File: src/hdl/lrukv_pkg.sv
// Shared types and constants for the LRU key/value cache.
package lrukv_pkg;

  localparam int KEY_W = 32;
  localparam int VAL_W = 32;
  localparam int CNT_W = 32;
  localparam int CAP_W = 5;
  localparam logic [CAP_W-1:0] CAP_RESET = 5'd16;

  localparam logic OP_GET = 1'b0;
  localparam logic OP_PUT = 1'b1;

  typedef struct packed {
    logic             operation;
    logic [KEY_W-1:0] key;
    logic [VAL_W-1:0] value;
  } in_item_t;

  typedef struct packed {
    logic             found;
    logic [VAL_W-1:0] read_value;
    logic [CNT_W-1:0] hit_count;
    logic [CNT_W-1:0] miss_count;
  } out_item_t;

  typedef struct packed {
    logic load;
    logic lookup;
    logic update;
  } lrukv_cmd_t;

endpackage

File: src/hdl/lrukv_ctrl.sv
// Sequencer for the LRU cache: load, lookup, update, respond.
module lrukv_ctrl (
  input  logic               clk,
  input  logic               rst_n,
  input  logic               start,
  output logic               busy,
  output logic               out_valid,
  output lrukv_pkg::lrukv_cmd_t cmd
);
  import lrukv_pkg::*;

  localparam logic [1:0] ST_IDLE    = 2'd0;
  localparam logic [1:0] ST_LOOKUP  = 2'd1;
  localparam logic [1:0] ST_UPDATE  = 2'd2;
  localparam logic [1:0] ST_RESPOND = 2'd3;

  logic [1:0] state_r;
  logic [1:0] state_nxt;

  assign busy      = state_r inside {ST_LOOKUP, ST_UPDATE};
  assign out_valid = (state_r == ST_RESPOND);

  assign cmd.load   = start && !busy;
  assign cmd.lookup = (state_r == ST_LOOKUP);
  assign cmd.update = (state_r == ST_UPDATE);

  always_comb begin
    state_nxt = state_r;
    case (state_r)
      ST_IDLE: begin
        if (start) state_nxt = ST_LOOKUP;
      end
      ST_LOOKUP:  state_nxt = ST_UPDATE;
      ST_UPDATE:  state_nxt = ST_RESPOND;
      ST_RESPOND: begin
        state_nxt = start ? ST_LOOKUP : ST_IDLE;
      end
      default:    state_nxt = ST_IDLE;
    endcase
  end

  always_ff @(posedge clk) begin
    if (!rst_n) state_r <= ST_IDLE;
    else        state_r <= state_nxt;
  end

endmodule

File: src/hdl/lrukv_dp.sv
// Datapath for the LRU cache: key CAM, value memory, recency ranks, counters.
module lrukv_dp #(
  parameter int DEPTH = 16
) (
  input  logic                      clk,
  input  logic                      rst_n,
  input  lrukv_pkg::lrukv_cmd_t     cmd,
  input  lrukv_pkg::in_item_t       in_item,
  input  logic [lrukv_pkg::CAP_W-1:0] cap,
  output lrukv_pkg::out_item_t      out_item
);
  import lrukv_pkg::*;

  localparam int IW = (DEPTH > 1) ? $clog2(DEPTH) : 1;
  localparam int RW = IW;
  localparam int FW = $clog2(DEPTH + 1);
  localparam int CW = (FW > CAP_W) ? FW : CAP_W;

  in_item_t         item_r;
  logic [KEY_W-1:0] key_r  [DEPTH];
  logic [VAL_W-1:0] vmem   [DEPTH];
  logic [DEPTH-1:0] valid_r, valid_nxt;
  logic [RW-1:0]    rank_r [DEPTH];
  logic [RW-1:0]    rank_nxt [DEPTH];
  logic [FW-1:0]    fill_r, fill_nxt;
  logic [CNT_W-1:0] hits_r, misses_r;

  logic             hit_r, evict_r, free_found_r;
  logic [IW-1:0]    hit_idx_r, vic_idx_r, free_idx_r;
  logic [RW-1:0]    hit_rank_r;
  logic [VAL_W-1:0] rdata_r;
  logic             found_r, get_hit_r;

  logic             hit_c, free_found_c, evict_c;
  logic [IW-1:0]    hit_idx_c, vic_idx_c, free_idx_c;
  logic [RW-1:0]    hit_rank_c;
  logic [CW-1:0]    cap_x, cap_eff, fill_x;

  logic             is_put, insert;
  logic [IW-1:0]    slot, mem_addr;

  // lookup: parallel compare, lowest index wins
  always_comb begin
    hit_c        = 1'b0;
    hit_idx_c    = '0;
    hit_rank_c   = '0;
    vic_idx_c    = '0;
    free_found_c = 1'b0;
    free_idx_c   = '0;
    for (int i = DEPTH - 1; i >= 0; i--) begin
      if (valid_r[i] && key_r[i] == item_r.key) begin
        hit_c      = 1'b1;
        hit_idx_c  = IW'(i);
        hit_rank_c = rank_r[i];
      end
      if (valid_r[i] && FW'(rank_r[i]) == fill_r - FW'(1)) vic_idx_c = IW'(i);
      if (!valid_r[i]) begin
        free_found_c = 1'b1;
        free_idx_c   = IW'(i);
      end
    end
  end

  assign cap_x   = CW'(cap);
  assign cap_eff = (cap_x == '0) ? CW'(1) : ((cap_x > CW'(DEPTH)) ? CW'(DEPTH) : cap_x);
  assign fill_x  = CW'(fill_r);
  assign evict_c = (fill_x >= cap_eff) && (fill_r != '0);

  always_ff @(posedge clk) begin
    if (cmd.load) item_r <= in_item;
    if (cmd.lookup) begin
      hit_r        <= hit_c;
      hit_idx_r    <= hit_idx_c;
      hit_rank_r   <= hit_rank_c;
      vic_idx_r    <= vic_idx_c;
      evict_r      <= evict_c;
      free_found_r <= free_found_c;
      free_idx_r   <= free_idx_c;
    end
  end

  // update
  assign is_put   = (item_r.operation == OP_PUT);
  assign insert   = is_put && !hit_r;
  assign slot     = (evict_r && (!free_found_r || vic_idx_r < free_idx_r)) ? vic_idx_r
                                                                           : free_idx_r;
  assign mem_addr = insert ? slot : hit_idx_r;

  always_comb begin
    valid_nxt = valid_r;
    fill_nxt  = fill_r;
    for (int i = 0; i < DEPTH; i++) rank_nxt[i] = rank_r[i];
    if (cmd.update) begin
      if (hit_r) begin
        for (int i = 0; i < DEPTH; i++) begin
          if (valid_r[i] && rank_r[i] < hit_rank_r) rank_nxt[i] = rank_r[i] + RW'(1);
        end
        rank_nxt[hit_idx_r] = '0;
      end else if (is_put) begin
        for (int i = 0; i < DEPTH; i++) begin
          if (valid_r[i] && !(evict_r && IW'(i) == vic_idx_r))
            rank_nxt[i] = rank_r[i] + RW'(1);
        end
        if (evict_r) begin
          valid_nxt[vic_idx_r] = 1'b0;
          rank_nxt[vic_idx_r]  = '0;
        end
        valid_nxt[slot] = 1'b1;
        rank_nxt[slot]  = '0;
        fill_nxt        = evict_r ? fill_r : fill_r + FW'(1);
      end
    end
  end

  always_ff @(posedge clk) begin
    if (!rst_n) begin
      valid_r  <= '0;
      fill_r   <= '0;
      hits_r   <= '0;
      misses_r <= '0;
      for (int i = 0; i < DEPTH; i++) rank_r[i] <= '0;
    end else begin
      valid_r <= valid_nxt;
      fill_r  <= fill_nxt;
      for (int i = 0; i < DEPTH; i++) rank_r[i] <= rank_nxt[i];
      if (cmd.update && !is_put) begin
        if (hit_r) hits_r <= (hits_r == '1) ? hits_r : hits_r + CNT_W'(1);
        else       misses_r <= (misses_r == '1) ? misses_r : misses_r + CNT_W'(1);
      end
    end
  end

  always_ff @(posedge clk) begin
    if (cmd.update) begin
      if (insert) key_r[slot] <= item_r.key;
      if (is_put) vmem[mem_addr] <= item_r.value;
      rdata_r   <= vmem[mem_addr];
      found_r   <= hit_r;
      get_hit_r <= hit_r && !is_put;
    end
  end

  assign out_item.found      = found_r;
  assign out_item.read_value = get_hit_r ? rdata_r : '0;
  assign out_item.hit_count  = hits_r;
  assign out_item.miss_count = misses_r;

endmodule

File: src/hdl/lru_key_value_cache_unit.sv
// Top level of the fully associative LRU key/value cache.
//
//  channel  ports                        handshake
//  input    start, busy, in_item         taken when start && !busy
//  result   out_valid, out_item          one-cycle strobe, no back-pressure
//  config   cfg_we, cfg_wdata            capacity written when cfg_we
//
// An item passes the lookup register stage, then the update with value memory read,
// then the result strobe. The next item may be accepted in the result cycle, but
// not while the block is busy with the last one.
// Synchronous reset clears valid marks, ranks, fill level and counters and sets
// capacity to 16; no clearing pass. The receiver cannot stall the result.
module lru_key_value_cache_unit #(
  parameter int DEPTH = 16
) (
  input  logic                        clk,
  input  logic                        rst_n,
  input  logic                        start,
  output logic                        busy,
  input  lrukv_pkg::in_item_t         in_item,
  output logic                        out_valid,
  output lrukv_pkg::out_item_t        out_item,
  input  logic                        cfg_we,
  input  logic [lrukv_pkg::CAP_W-1:0] cfg_wdata
);
  import lrukv_pkg::*;

  logic [CAP_W-1:0] cap_r;
  lrukv_cmd_t       cmd;

  always_ff @(posedge clk) begin
    if (!rst_n)      cap_r <= CAP_RESET;
    else if (cfg_we) cap_r <= cfg_wdata;
  end

  lrukv_ctrl u_ctrl (
    .clk       (clk),
    .rst_n     (rst_n),
    .start     (start),
    .busy      (busy),
    .out_valid (out_valid),
    .cmd       (cmd)
  );

  lrukv_dp #(.DEPTH(DEPTH)) u_dp (
    .clk      (clk),
    .rst_n    (rst_n),
    .cmd      (cmd),
    .in_item  (in_item),
    .cap      (cap_r),
    .out_item (out_item)
  );

endmodule

File: config.mk
export PLATFORM = sky130hd
export DESIGN_NAME = lru_key_value_cache_unit
export DESIGN_NICKNAME = d
export VERILOG_FILES = /design/src/hdl/lrukv_pkg.sv /design/src/hdl/lrukv_ctrl.sv /design/src/hdl/lrukv_dp.sv /design/src/hdl/lru_key_value_cache_unit.sv
export SDC_FILE = /design/constraint.sdc
export NUM_CORES = 2
export LEC_CHECK = 0
export BUFFER_PORTS_ARGS = -buffer_cell sky130_fd_sc_hd__buf_4
export CORE_ASPECT_RATIO = 0.6
export CORE_MARGIN = 4
export CORE_UTILIZATION = 45
export CTS_CLUSTER_DIAMETER = 30
export DETAILED_ROUTE_END_ITERATION = 12
export GPL_TIMING_DRIVEN = 0
export HOLD_SLACK_MARGIN = 0.1
export SETUP_SLACK_MARGIN = 0.05
export SLEW_MARGIN = 20
export SYNTH_ARGS = -nofsm -noshare
export SYNTH_HDL_FRONTEND = slang
export SYNTH_HIERARCHICAL = 1
export SYNTH_SLANG_ARGS = --single-unit
File: constraint.sdc
create_clock -name clk -period 11.4 [get_ports clk]
set_input_delay 2.28 -clock clk [delete_from_list [all_inputs] [get_ports clk]]
set_output_delay 2.28 -clock clk [all_outputs]
set_load 0.01 [all_outputs]
==> flow_summary.ini <==
[status]
status = complete, no violations

[timing]
slew_viol_final = 0
rsz0062_at_grt = no
finalWorstSetupSlack_ns = 5.29
hold_viol_final = 0
max_clock_freq_mhz = 164
clock-skew-final_ns = 0.0489
min_period_over_period_pct = 53.6
finalSetupViolations = 0
fin_setup_tns_ns = 0
whs_ns = 0.517
worst_pin_slew_ns = 1.29
finalCriticalPeriod_ns = 6.11
relSlewSlack_pct = 13.2

[global_route]
use_met2_pct = 33.9
gr-usage-met3_pct = 10.7
grt_pass1_vias = 36600
grt_pass1_wl_um = 272000
grt_overflow = 0
grt_use_total_pct = 28.1
antenna_found_initial = 16
met1_usage_pct = 46.1
gr-max-usage-layer = met1
grt_max_degree = 28

[cts]
numCtsBuffers = 197
clkSinkCount = 1298
clkLatencyLatePin_ns = 0.82
cts_buffer_depth = 3
clk_pin_slew_worst_paths_ns = 0.05
postCtsSetupRepairBufs = 0
cts_tree = done
root_buffer = clkbuf_16
ctsHoldBuffers = 0
cts-htree-levels = 4
ctsResizeCount = 0

[floorplan]
start_util_pct = 45.3
die_area_um2 = 136000
die_x_um = 473
rows = 102
pin_count = 173
dieHeight_um = 287
core_um2 = 129000

[worst_setup_path]
cp_max_fo = 17
reg2reg_depth = 10
cp-startpoint = u_dp/item_r[40]
cp-endpoint = u_dp/hit_rank_r[1]
r2r-start = u_dp/item_r[40]
startpoint_type = register
end_kind = register
ff2ff_setup_slack_ns = 5.29
crit_required_ns = 12.05
critical_path_class = reg2reg
critPathArrivalTime_ns = 6.76
timing.rr.end = u_dp/hit_rank_r[1]

[finish]
fill_cells = 10600
fin_nets = 5016
stdcell_area_um2 = 70200
syn_to_final_growth_pct = 20.2
register_area_um2 = 37400
drive_above_1_share_pct = 15.3
multi_input_area_um2 = 19900
final_util_pct = 54.5

[synth]
ys_types = 76
syn_inst = 4418
syn_avg_cell_area_um2 = 13.2
synth_area_leaders = edfxtp_1, xnor2_1, dfxtp_1
synth-edff-count = 1142
synth_seq_cells = 1298
yosys_warnings = 6
synth_async_sr_flop_share_pct = 0
synth_top_flop_cell = edfxtp_1
synth_common_cells = edfxtp_1, xnor2_1, a21oi_1
synth-seq-area-share_pct = 64.0
syn_area_um2 = 58400
yosysMostFrequentCell = edfxtp_1
syn_nets = 4573
synth_top_area_share_pct = 58.7
synth_area_leader_cell = edfxtp_1

[route]
wirelength_um = 194000
wl_per_cell_um = 28.8
vias_per_cell = 5.94
drt_iter0_drc = 6339
drt_first_pass_iters = 5
ant_nets = 0
drc = 0
vias = 40100

[placed_design]
hpwl_um = 137000
dpl_cell_area_um2 = 63300
place_ws_ns = 5.63
portBuffers = 171
place_congestion = 1.00

[pwr]
irDropWorstVdd_mv = 0.188
power_density_nw_per_um2 = 237
p_leak_nw = 23.6

[hold_path]
min_path_type = reg2reg
hold_depth = 2

[job]
maxCapViolations = 0
metal layers:
| layer | up-vias | routed length (µm) |
|---|---|---|
| met5 | - | 154 |
| met4 | 4 | 2820 |
| met3 | 233 | 29100 |
| met2 | 2506 | 70300 |
| met1 | 19900 | 91700 |
| li1 | 17400 | - |
through the flow:
stage,cells,power [W]
after CTS,6741,0.0166
after detailed placement,6372,0.0104
after global routing,6747,0.0172
after floorplan,4418,0.00837
after global placement,6305,0.0102
final,6748,0.0166
report_power, final:
| part | leakage, nW | switching (W) | internal, W |
|---|---|---|---|
| registers | 11.6 | 0.000453 | 0.00573 |
| clock network | 3.27 | 0.00236 | 0.00379 |
| logic | 8.79 | 0.00304 | 0.00127 |
| total | 23.6 | 0.00585 | 0.0108 |
kinds of logic (layout without fill, tap and decap cells):
kind of cell | count (synthesis) | after routing | share of synthesized area, %
flops | 1298 | 1298 | 64.0
simple gates | 1031 | 1031 | 9.79
compound gates | 865 | 865 | 9.33
xor+xnor | 675 | 675 | 10.2
buf+inv | 322 | 935 | 2.41
mux | 146 | 146 | 2.51
fa+ha+maj | 81 | 81 | 1.73
other cells | 0 | 1 | 0
layout by cell type (no fill, tap or decap), types with 131 or more instances in the layout:
| master | n |
|---|---|
| nand4_1 | 131 |
| edfxtp_1 | 1142 |
| a21oi_1 | 248 |
| mux2i_1 | 143 |
| dfxtp_1 | 156 |
| xnor2_1 | 454 |
| nor2b_1 | 176 |
| o21ai_0 | 187 |
| nand2_1 | 140 |
| clkbuf_1 | 163 |
| buf_4 | 191 |
| clkbuf_16 | 200 |
| a211oi_1 | 232 |
| xor2_1 | 217 |
critical path: stages (launching register included):
cell and delay (ns):
edfxtp_1 1.10, buf_2 0.51, buf_2 0.51, xnor2_1 0.18
nand4_1 0.16, nor4_1 1.10, nand3_1 0.78, o21ai_0 0.81
a21oi_1 0.08, a311o_1 0.49, a21oi_2 0.18
final cells by class:
class / instances / area share, %
diodes: 1 / 0.00356
plain buffers: 271 / 1.74
clock buffers: 218 / 7.22
clock inverters: 151 / 2.53
inverters: 51 / 0.273
multi-input cells: 2798 / 28.3
flip-flops and latches: 1298 / 53.3
well taps: 1716 / 3.06
repair buffers: 244 / 3.59
flip-flops by register name, indices dropped and copies added (netlist names), 16 cells and up:
register	cells
u_dp/valid_r	16
u_dp/item_r	64
u_dp/key_r	512
u_dp/misses_r	32
u_dp/rdata_r	32
u_dp/hits_r	32
u_dp/rank_r	64
u_dp/vmem	512
how the worst min path moves through the flow:
stage                                 start                 to  slack [ns]
after floorplan                    cap_r[4]           cap_r[4]        0.46
after global placement     u_dp/misses_r[5]   u_dp/misses_r[5]        0.49
after detailed placement  u_dp/misses_r[26]  u_dp/misses_r[26]        0.51
after CTS                 u_dp/misses_r[26]  u_dp/misses_r[26]        0.52
after global routing      u_dp/misses_r[17]  u_dp/misses_r[17]        0.55
final                       u_dp/hits_r[31]    u_dp/hits_r[31]        0.52
No activity file was read; power rests on OpenSTA's default activity.
